**config.mk**
```make
export PLATFORM = sky130hd
export DESIGN_NAME = length_prefixed_record_deframer
export DESIGN_NICKNAME = d
export VERILOG_FILES = /design/src/hdl/lprd_pkg.sv /design/src/hdl/lprd_parser.sv /design/src/hdl/lprd_skid.sv /design/src/hdl/length_prefixed_record_deframer.sv
export SDC_FILE = /design/constraint.sdc
export NUM_CORES = 1
export LEC_CHECK = 0
export ABC_AREA = 0
export BUFFER_PORTS_ARGS = -buffer_cell sky130_fd_sc_hd__buf_2
export CAP_MARGIN = 20
export CORE_UTILIZATION = 60
export DETAILED_ROUTE_END_ITERATION = 12
export GPL_TIMING_DRIVEN = 0
export PLACE_DENSITY = 0.9
export SETUP_SLACK_MARGIN = 0.5
export SLEW_MARGIN = 30
export SYNTH_ARGS = -nofsm -noshare
export SYNTH_HDL_FRONTEND = slang
export SYNTH_SLANG_ARGS = --single-unit
```
**constraint.sdc**
```tcl
create_clock -name clock -period 11.7 [get_ports clock]
set_input_delay 0.585 -clock clock [delete_from_list [all_inputs] [get_ports clock]]
set_output_delay 0.585 -clock clock [all_outputs]
set_load 0.01 [all_outputs]
```
**src/hdl/lprd_pkg.sv**
```systemverilog
// Shared types and constants for the length-prefixed record deframer.
`timescale 1ns / 1ps

package lprd_pkg;

   // Header geometry in bytes
   localparam int unsigned LEN_BYTES       = 4;
   localparam int unsigned TYPED_HDR_BYTES = 8;

   // Widths of the fields and counters
   localparam int unsigned BYTE_W       = 8;
   localparam int unsigned WORD_W       = 32;
   localparam int unsigned PIECE_W      = 17;
   localparam int unsigned LEFT_W       = 31;
   localparam int unsigned HDR_CNT_W    = 3;
   localparam int unsigned CSR_INDEX_W  = 8;

   // Reset value of the piece size register
   localparam logic [PIECE_W-1:0] MAX_PIECE_RESET = 17'd4096;

   // Register indexes on the configuration port
   typedef enum logic [CSR_INDEX_W-1:0] {
      CSR_TYPED_MODE = 8'd0,
      CSR_MAX_PIECE  = 8'd1
   } csr_index_type;

   // Kind of a result item
   typedef enum logic {
      KIND_PAYLOAD   = 1'b0,
      KIND_END_ERROR = 1'b1
   } result_kind_type;

   // Configuration handed to the parser
   typedef struct packed {
      logic               typed_mode;
      logic [PIECE_W-1:0] max_piece_bytes;
   } cfg_type;

   // One result item
   typedef struct packed {
      result_kind_type    result_kind;
      logic [BYTE_W-1:0]  payload_byte;
      logic [WORD_W-1:0]  record_tag;
      logic               piece_last;
      logic               piece_truncated;
   } rsp_item_type;

endpackage

```
**src/hdl/lprd_parser.sv**
```systemverilog
// Header and payload tracking: turns each accepted stream item into at most one result.
`timescale 1ns / 1ps

module lprd_parser
   import lprd_pkg::*;
(
   input  logic                clock,
   input  logic                reset,
   input  cfg_type             cfg,
   input  logic                item_accept,
   input  logic [BYTE_W-1:0]   stream_byte,
   input  logic                end_of_stream,
   output logic                result_valid,
   output rsp_item_type        result_item
);

   logic [HDR_CNT_W-1:0] header_byte_count_ff, header_byte_count_in;
   logic [WORD_W-1:0]    length_word_ff, length_word_in;
   logic [WORD_W-1:0]    type_word_ff, type_word_in;
   logic [LEFT_W-1:0]    bytes_left_ff, bytes_left_in;
   logic [PIECE_W-1:0]   piece_byte_count_ff, piece_byte_count_in;
   logic                 in_payload_ff, in_payload_in;

   logic [HDR_CNT_W-1:0] hdr_bytes;
   logic [HDR_CNT_W-1:0] idx_next;
   logic [PIECE_W-1:0]   max_piece;
   logic [PIECE_W-1:0]   piece_cnt;
   logic [LEFT_W-1:0]    left_dec;
   logic                 piece_done;
   logic                 piece_full;

   // Per-item next state and result
   always_comb begin
      header_byte_count_in = header_byte_count_ff;
      length_word_in       = length_word_ff;
      type_word_in         = type_word_ff;
      bytes_left_in        = bytes_left_ff;
      piece_byte_count_in  = piece_byte_count_ff;
      in_payload_in        = in_payload_ff;
      result_valid         = 1'b0;
      result_item          = '0;

      hdr_bytes = cfg.typed_mode ? HDR_CNT_W'(TYPED_HDR_BYTES - 1) : HDR_CNT_W'(LEN_BYTES - 1);
      idx_next  = header_byte_count_ff + 3'd1;
      max_piece = (cfg.max_piece_bytes == '0) ? PIECE_W'(1) : cfg.max_piece_bytes;
      piece_cnt = piece_byte_count_ff + PIECE_W'(1);
      left_dec  = (bytes_left_ff != '0) ? bytes_left_ff - LEFT_W'(1) : bytes_left_ff;
      piece_done = (left_dec == '0);
      piece_full = (piece_cnt >= max_piece);

      if (item_accept) begin
         if (end_of_stream) begin
            // End of stream inside a record gives an error marker and drops the record
            if (in_payload_ff || header_byte_count_ff != '0) begin
               result_valid                = 1'b1;
               result_item.result_kind     = KIND_END_ERROR;
               result_item.record_tag      = in_payload_ff ? type_word_ff : '0;
               result_item.piece_last      = 1'b1;
               header_byte_count_in        = '0;
               in_payload_in               = 1'b0;
               bytes_left_in               = '0;
               piece_byte_count_in         = '0;
            end
         end else if (!in_payload_ff) begin
            // Collect a header byte into the length or type word
            if (header_byte_count_ff == '0) begin
               length_word_in = '0;
               type_word_in   = '0;
            end
            if (header_byte_count_ff < HDR_CNT_W'(LEN_BYTES)) begin
               length_word_in[8*header_byte_count_ff[1:0] +: 8] = stream_byte;
            end else begin
               type_word_in[8*header_byte_count_ff[1:0] +: 8] = stream_byte;
            end
            if (header_byte_count_ff >= hdr_bytes) begin
               // Header complete: skip empty or flagged records
               if (!cfg.typed_mode) begin
                  type_word_in = '0;
               end
               header_byte_count_in = '0;
               if (length_word_in == '0 || length_word_in[WORD_W-1]) begin
                  in_payload_in = 1'b0;
               end else begin
                  bytes_left_in       = length_word_in[LEFT_W-1:0];
                  piece_byte_count_in = '0;
                  in_payload_in       = 1'b1;
               end
            end else begin
               header_byte_count_in = idx_next;
            end
         end else begin
            // Payload byte with piece bookkeeping
            result_valid                 = 1'b1;
            result_item.result_kind      = KIND_PAYLOAD;
            result_item.payload_byte     = stream_byte;
            result_item.record_tag       = type_word_ff;
            result_item.piece_last       = piece_done || piece_full;
            result_item.piece_truncated  = piece_full && !piece_done;
            bytes_left_in                = left_dec;
            if (piece_done) begin
               header_byte_count_in = '0;
               in_payload_in        = 1'b0;
               bytes_left_in        = '0;
               piece_byte_count_in  = '0;
            end else if (piece_full) begin
               piece_byte_count_in = '0;
            end else begin
               piece_byte_count_in = piece_cnt;
            end
         end
      end
   end

   // State registers
   always_ff @(posedge clock) begin
      if (reset) begin
         header_byte_count_ff <= '0;
         length_word_ff       <= '0;
         type_word_ff         <= '0;
         bytes_left_ff        <= '0;
         piece_byte_count_ff  <= '0;
         in_payload_ff        <= 1'b0;
      end else begin
         header_byte_count_ff <= header_byte_count_in;
         length_word_ff       <= length_word_in;
         type_word_ff         <= type_word_in;
         bytes_left_ff        <= bytes_left_in;
         piece_byte_count_ff  <= piece_byte_count_in;
         in_payload_ff        <= in_payload_in;
      end
   end

endmodule

```
**src/hdl/lprd_skid.sv**
```systemverilog
// Output register with a skid stage, so the input side never waits on the output combinationally.
`timescale 1ns / 1ps

module lprd_skid
   import lprd_pkg::*;
(
   input  logic          clock,
   input  logic          reset,
   input  logic          in_valid,
   input  rsp_item_type  in_item,
   output logic          in_ready,
   output logic          out_valid,
   output rsp_item_type  out_item,
   input  logic          out_ready
);

   logic         main_valid_ff, main_valid_in;
   logic         skid_valid_ff, skid_valid_in;
   rsp_item_type main_item_ff, main_item_in;
   rsp_item_type skid_item_ff, skid_item_in;

   assign in_ready  = !skid_valid_ff;
   assign out_valid = main_valid_ff;
   assign out_item  = main_item_ff;

   // Move items between the main and skid registers
   always_comb begin
      main_valid_in = main_valid_ff;
      skid_valid_in = skid_valid_ff;
      main_item_in  = main_item_ff;
      skid_item_in  = skid_item_ff;
      if (skid_valid_ff) begin
         if (out_ready) begin
            main_item_in  = skid_item_ff;
            skid_valid_in = 1'b0;
         end
      end else if (in_valid) begin
         if (!main_valid_ff || out_ready) begin
            main_item_in  = in_item;
            main_valid_in = 1'b1;
         end else begin
            skid_item_in  = in_item;
            skid_valid_in = 1'b1;
         end
      end else if (out_ready) begin
         main_valid_in = 1'b0;
      end
   end

   always_ff @(posedge clock) begin
      if (reset) begin
         main_valid_ff <= 1'b0;
         skid_valid_ff <= 1'b0;
      end else begin
         main_valid_ff <= main_valid_in;
         skid_valid_ff <= skid_valid_in;
      end
      main_item_ff <= main_item_in;
      skid_item_ff <= skid_item_in;
   end

endmodule

```
**src/hdl/length_prefixed_record_deframer.sv**
```systemverilog
// Top level of the length-prefixed record deframer: ports, configuration registers and wiring.
`timescale 1ns / 1ps

// The deframer takes one stream byte per clock while req_tready is high and returns each
// payload byte with its record type and piece marks from an output register; a two-entry
// output buffer takes one more item after the output stalls, so the sustained rate is one
// item per clock whenever the output is taken. Header bytes give no result, and an
// end-of-stream item inside a record gives one error marker. Configuration writes are
// accepted in the cycle they are offered and must only be made while no item is in flight.
module length_prefixed_record_deframer
   import lprd_pkg::*;
(
   input  logic                    clock,
   input  logic                    reset,
   // Input stream
   input  logic                    req_tvalid,
   output logic                    req_tready,
   input  logic [7:0]              req_tdata,   // [7:0] stream_byte
   input  logic                    req_tlast,   // end_of_stream
   // Result stream
   output logic                    rsp_tvalid,
   input  logic                    rsp_tready,
   output logic [39:0]             rsp_tdata,   // [7:0] payload_byte, [39:8] record_tag
   output logic [1:0]              rsp_tuser,   // [0] result_kind, [1] piece_truncated
   output logic                    rsp_tlast,   // piece_last
   // Configuration write channel
   input  logic                    csr_valid,
   output logic                    csr_ready,
   input  logic [CSR_INDEX_W-1:0]  csr_index,
   input  logic [PIECE_W-1:0]      csr_data
);

   logic               typed_mode_ff, typed_mode_in;
   logic [PIECE_W-1:0] max_piece_ff, max_piece_in;
   cfg_type            cfg;
   logic               item_accept;
   logic               result_valid;
   rsp_item_type       result_item;
   rsp_item_type       out_item;

   assign csr_ready   = 1'b1;
   assign item_accept = req_tvalid && req_tready;
   assign cfg         = '{typed_mode: typed_mode_ff, max_piece_bytes: max_piece_ff};

   // Configuration register writes; unknown indexes are ignored
   always_comb begin
      typed_mode_in = typed_mode_ff;
      max_piece_in  = max_piece_ff;
      if (csr_valid && csr_ready) begin
         unique case (csr_index)
            CSR_TYPED_MODE: typed_mode_in = csr_data[0];
            CSR_MAX_PIECE:  max_piece_in  = csr_data;
            default: ;
         endcase
      end
   end

   always_ff @(posedge clock) begin
      if (reset) begin
         typed_mode_ff <= 1'b0;
         max_piece_ff  <= MAX_PIECE_RESET;
      end else begin
         typed_mode_ff <= typed_mode_in;
         max_piece_ff  <= max_piece_in;
      end
   end

   lprd_parser u_parser (
      .clock         (clock),
      .reset         (reset),
      .cfg           (cfg),
      .item_accept   (item_accept),
      .stream_byte   (req_tdata),
      .end_of_stream (req_tlast),
      .result_valid  (result_valid),
      .result_item   (result_item)
   );

   lprd_skid u_skid (
      .clock     (clock),
      .reset     (reset),
      .in_valid  (result_valid),
      .in_item   (result_item),
      .in_ready  (req_tready),
      .out_valid (rsp_tvalid),
      .out_item  (out_item),
      .out_ready (rsp_tready)
   );

   // Pack the result item onto the stream ports
   assign rsp_tdata = {out_item.record_tag, out_item.payload_byte};
   assign rsp_tuser = {out_item.piece_truncated, out_item.result_kind};
   assign rsp_tlast = out_item.piece_last;

endmodule
```
### Yosys cells after proc, flatten, opt, wreduce, memory -nomap -nowiden

Cells that the tools add are included.

* output and inout port bits: 46
* bits of input ports: 39
* logic and storage cells: 135
* register bits: 222

* muxes and demuxes: 67
* reductions and logical operators: 29
* $lt $le $gt $ge: 3
* bitwise logic cells: 4
* shift-type cells: 2
* equal/unequal tests: 6
* $add $sub $neg: 4

Operator list (count)
* $mux 32: 16
* $mux 31: 7
* $mux 43: 5
* $mux 17: 8
* $mux 33: 2
* $bwmux 32: 2
* $mux 42: 1
* $neg 5->34: 1
* $shift 8x34->32 const A: 1
* $shiftx 8x34->32: 1
* $logic_not 32->1: 1
* $logic_not 31->1: 1
* $reduce_bool 31->1: 1
* $sub 31x1->31 const B: 1
* $mux 1: 19
* $mux 3: 6
* $add 17x1->17 const B: 1
* $ge 17x17->1: 1
* $logic_not 17->1: 1
* $reduce_and 3->1: 5
* $eq 8x1->1 const B: 1
* $logic_not 8->1: 1
* $mux 8: 1
* $reduce_and 2->1: 3
* other kinds (15): 28

### Depth between registers and ports, before layout

* depth after elaboration: 16
* depth in mapped cells: 17
* mapped depth without buffers: 16

### Hierarchy

Synthesis repeated with hierarchy kept, for this count alone.

* cell total of the unflattened synthesis: 1199
* area total of the unflattened synthesis: 11402.2 um2

By module, submodules not included
* lprd_parser: instances 1, seq. area each 2322.2 um2, area an instance 7320.8 um2, cells an instance 970
* lprd_skid: instances 1, seq. area each 2622.5 um2, area an instance 3225.6 um2, cells an instance 146
* length_prefixed_record_deframer: instances 1, seq. area each 360.3 um2, area an instance 855.8 um2, cells an instance 83

### Worst setup path after synthesis

OpenSTA, ideal clock, no wires.

* path type: reg2reg
* start point: reg u_parser.header_byte_count_ff[0]
* end point: reg u_skid.skid_item_ff[0] (netlist name) (enable)
* path buffers: 3
* data arrival time: 3.928 ns
* required time: 11.256 ns
* slack: 7.329 ns
* setup time: 0.444 ns
* stages on the path, launching flop included: 11
* clock period less this slack: 4.371 ns
* cell sequence: dfxtp_1 -> clkbuf_1 -> inv_1 -> ha_1 -> clkbuf_1 -> nand2b_1 -> clkbuf_1 -> nor3_1 -> nor3_1 -> nand2_1 -> nor2_1

* cells in the longest elaborated chain, start to end: 6

Ends and longest elaborated chain
* from (decl): RTL line lprd_parser.sv:17 `logic [HDR_CNT_W-1:0] header_byte_count_ff, header_byte_count_in;`
* from (signal assigned): RTL line lprd_parser.sv:124 `header_byte_count_ff <= header_byte_count_in;`
* $reduce_bool 3->1: RTL line lprd_parser.sv:54 `if (in_payload_ff || header_byte_count_ff != '0) begin`
* $logic_or 1x1->1: RTL line lprd_parser.sv:54
* $mux 1: RTL line lprd_parser.sv:54
* $mux 1: RTL line lprd_parser.sv:52 `if (end_of_stream) begin`
* $mux 1: RTL line lprd_parser.sv:51 `if (item_accept) begin`
* $reduce_and 3->1 (no line)
* to (signal assigned): RTL line lprd_skid.sv:59 `skid_item_ff <= skid_item_in;`
* to (decl): RTL line lprd_skid.sv:20 `rsp_item_type skid_item_ff, skid_item_in;`

Every way passes these cells.
A chain may end at the register's enable or synchronous reset.

### Worst setup path in the final report

* start point: reg u_parser.piece_byte_count_ff[0]
* end point: reg u_parser.piece_byte_count_ff[0]

* cells in the longest elaborated chain, start to end: 6

Ends and longest elaborated chain
* from (decl): RTL line lprd_parser.sv:21 `logic [PIECE_W-1:0] piece_byte_count_ff, piece_byte_count_in;`
* from (signal assigned): RTL line lprd_parser.sv:128 `piece_byte_count_ff <= piece_byte_count_in;`
* $add 17x1->17 (*): RTL line lprd_parser.sv:46 `piece_cnt = piece_byte_count_ff + PIECE_W'(1);`
* $ge 17x17->1: RTL line lprd_parser.sv:49 `piece_full = (piece_cnt >= max_piece);`
* $mux 17 (*): RTL line lprd_parser.sv:105 `end else if (piece_full) begin`
* $mux 17 (*): RTL line lprd_parser.sv:100 `if (piece_done) begin`
* $mux 17 (*): RTL line lprd_parser.sv:64 `end else if (!in_payload_ff) begin`
* $mux 17 (*): RTL line lprd_parser.sv:52

Every way passes the cells marked *; elsewhere a longest branch is shown, timed or not.

==> impl_metrics.py <==
metrics = {
    "outcome": {
        "status": "complete, no violations",
    },
    "timing": {
        "fin_crit_ps": 4698,
        "tns_ps": 0,
        "fmaxAchievable_ghz": 0.2129,
        "period_share_pct": 40.15,
        "tightest_slew_ps": 953.2,
        "max_slew_margin_pct": 35.97,
        "hold_viol_final": 0,
        "final.setup_skew_ps": 8.578,
        "rsz0062_at_grt": "no",
        "slew_violations": 0,
        "setup-violations-final": 0,
    },
    "power_and_ir_drop": {
        "ir_drop_mv": 0.1447,
        "p_sw_uw": 391.2,
        "p_total_uw": 1648,
        "power_frac_comb_pct": 7.0,
        "pwr-share-clk_pct": 43.6,
        "switching_share_pct": 23.74,
        "p_leak_uw": 0.005328,
        "p_int_uw": 1257,
        "pwr-share-seq_pct": 49.4,
        "power.density_mw_per_mm2": 132.4,
    },
    "min_path": {
        "hold_class": "in -> reg",
    },
    "detailed_routing": {
        "drtIter0Drc": 1401,
        "via_count": 10240,
        "wl_per_cell_um": 21.89,
        "met1_length_um": 12240,
        "top_layer": "met4",
        "totalWireLength_um": 32460,
        "met3WireLength_um": 3452,
        "first_pass_iters": 8,
        "vias_per_cell": 6.902,
        "drc": 0,
        "wl_met2_um": 15070,
        "route.antenna.remaining_nets": 0,
    },
    "clock_network": {
        "cts_resized": 0,
        "cts.path.max_buffers": 3,
        "ctsHoldBuffers": 0,
        "path_clk_slew_ps": 60,
        "postCtsSetupRepairBufs": 0,
        "htreeDepth": 1,
        "clk_latency_ps": 500,
        "cts_sinks": 222,
        "cts_tree": "done",
        "numCtsBuffers": 23,
        "cts-root-buf": "clkbuf_16",
    },
    "synth": {
        "async_flop_share_pct": 0,
        "syn_avg_cell_area_um2": 9.684,
        "yosys_warnings": 0,
        "ys_seq_elements": 222,
        "synthesis.nets": 1194,
        "yosysUniqueCellTypes": 78,
        "synth_seq_area_share_pct": 48.44,
        "synth_top_flop_cell": "dfxtp_1",
        "yosysMostFrequentCell": "dfxtp_1",
        "syn_area_mm2": 0.01095,
        "synth_enable_flop_cells": 86,
        "synthTopCellsByCount": "dfxtp_1 (136), nor2_1 (130), edfxtp_1 (86)",
        "netlist.area_leader.share_pct": 24.86,
        "yosysTopAreaCell": "dfxtp_1",
        "synth_area_leaders": "dfxtp_1 (25%), edfxtp_1 (24%), a22oi_1 (4.7%)",
        "synthCells": 1131,
    },
    "cells_and_area": {
        "finish.utilization_pct": 69.53,
        "drive_above_1_share_pct": 11.64,
        "final_nets": 1303,
        "antenna_cells": 0,
        "area_delta_synth_final_pct": 13.65,
        "fillCellCount": 1289,
    },
    "run": {
        "cap_violations": 0,
    },
    "placed_design": {
        "gp_routability_congestion": 1.015,
        "portBuffers": 82,
        "dp_hpwl_um": 22460,
    },
    "global_routing": {
        "grt_use_total_pct": 34.84,
        "grt_max_degree": 33,
        "grt_overflow": 0,
        "grt_pass1_wl_um": 50360,
        "grt_pass1_vias": 9558,
        "antenna_found_initial": 0,
    },
    "die": {
        "fp.dieW_um": 137.1,
        "ios": 85,
        "dieArea_mm2": 0.01880,
        "die_height_um": 137.1,
        "row_count": 49,
        "core_area_mm2": 0.01790,
        "initial_core_util_pct": 61.18,
    },
    "worst_setup_path": {
        "worstSetupEndpointType": "flop",
        "worstPathCellList": "ha_1 > nand3_1 > nor2_1 > nand3_1 > nor2_1 > and3_1 > nand3_1 > xnor2_1 > ha_1 > or3_1 > a221oi_1 > o21ai_0 > o311ai_1 > clkbuf_1 > nand3_1 > o21ai_0",
        "crit_slowest_cell": "o311ai_1",
        "cp.arrival_ps": 5120,
        "crit_top_cell": "nand3_1",
        "crit_path_max_incr_delay_ps": 790,
        "worstPathRequired_ps": 12120,
        "cp_max_fo": 10,
        "worstSetupPathType": "reg -> reg",
        "start_kind": "flop",
    },
}
-- metal layers --
metal  track usage, %  vias up
met5                0        -
met4            18.32        0
met3            6.593      160
met2            56.48      770
met1            44.03     4779
li1                 -     4526
-- critical path: cells and delay by family (launching register included) --
kind / cells / cell delay (ps)
AO/OA/AOI/OAI: 4 / 1480
flip-flops: 1 / 420
buffers and inverters: 1 / 410
AND/OR/NAND/NOR: 8 / 1700
XOR/XNOR: 1 / 150
adder cells (fa/ha/maj): 2 / 470
-- kinds of logic after synthesis --
family                   count (synthesis)  synth area share [%]
AO/OA/AOI/OAI                          327                 22.18
XOR/XNOR                                14                 1.120
adder cells (fa/ha/maj)                 24                 2.742
buffers and inverters                  128                 4.684
flip-flops                             222                 48.44
multiplexers                            24                 2.205
other                                    1               0.03424
AND/OR/NAND/NOR                        391                 18.60
-- sequential cells by signal, summed over array words and instances, names as in the netlist --
signal / flops
u_parser.type_word_ff: 32
u_skid.out_valid: 1
u_skid.skid_valid_ff: 1
u_parser.length_word_ff: 32
u_skid.skid_item_ff: 43
u_parser.header_byte_count_ff: 3
u_parser.bytes_left_ff: 31
max_piece_ff: 17
u_skid.out_item: 43
u_parser.piece_byte_count_ff: 17
typed_mode_ff: 1
u_parser.in_payload_ff: 1
-- cell usage in the layout, fill, tap and decap left out, types with 16 or more instances in the layout --
cell type  instances
a22oi_1           68
inv_1             38
dfxtp_1          136
nand2_1           50
nor2_1           129
a21oi_1           31
nand3_1           28
nand4_1           16
nor3_1            25
a31oi_1           18
o21ai_0           23
a211oi_1          20
mux2i_1           23
a21o_1            48
clkbuf_16         23
clkbuf_1          83
ha_1              24
buf_2             85
and3_1            53
edfxtp_1          86
-- power groups by stage --
stage | logic (uW) | clock network (uW) | registers (uW)
final | 116 | 719 | 814
after global routing | 123 | 758 | 814
after CTS | 111 | 722 | 814
after detailed placement | 110 | 0 | 830
after global placement | 106 | 0 | 830
after floorplan | 64.1 | 0 | 833
-- stage by stage --
step	instance area, um2	cells	hold WS, ps	setup slack (ps)
finish	12450	1483	314.5	7002
global route	12450	1483	307.3	6717
CTS	12450	1483	309.7	7118
detailed placement	11720	1444	476.0	7154
global placement	11650	1442	471.2	6174
floorplan	10950	1131	457.1	7329
-- final cells by class --
class	instances	area (um2)	share of cell area (%)
plain buffers	89	364.1	2.925
clock buffers	30	611.8	4.915
clock inverters	9	112.6	0.9046
inverters	39	148.9	1.196
multi-input cells	781	5161	41.46
flip-flops and latches	222	5305	42.62
well taps	229	286.5	2.302
repair buffers	84	457.9	3.679
-- path summary, 6_finish.rpt --
check | cells after the start | endpoint | slack (ps) | startpoint
worst max-delay path | 16 | u_parser.piece_byte_count_ff[0] | 7000 | u_parser.piece_byte_count_ff[0]
worst min-delay path | 3 | max_piece_ff[11] | 310 | csr_data[11]
worst max register to register | 16 | u_parser.piece_byte_count_ff[0] | 7000 | u_parser.piece_byte_count_ff[0]
worst min register to register | 2 | u_parser.type_word_ff[2] | 500 | u_parser.type_word_ff[2]
Note: power is estimated with default switching activity, not from simulation.
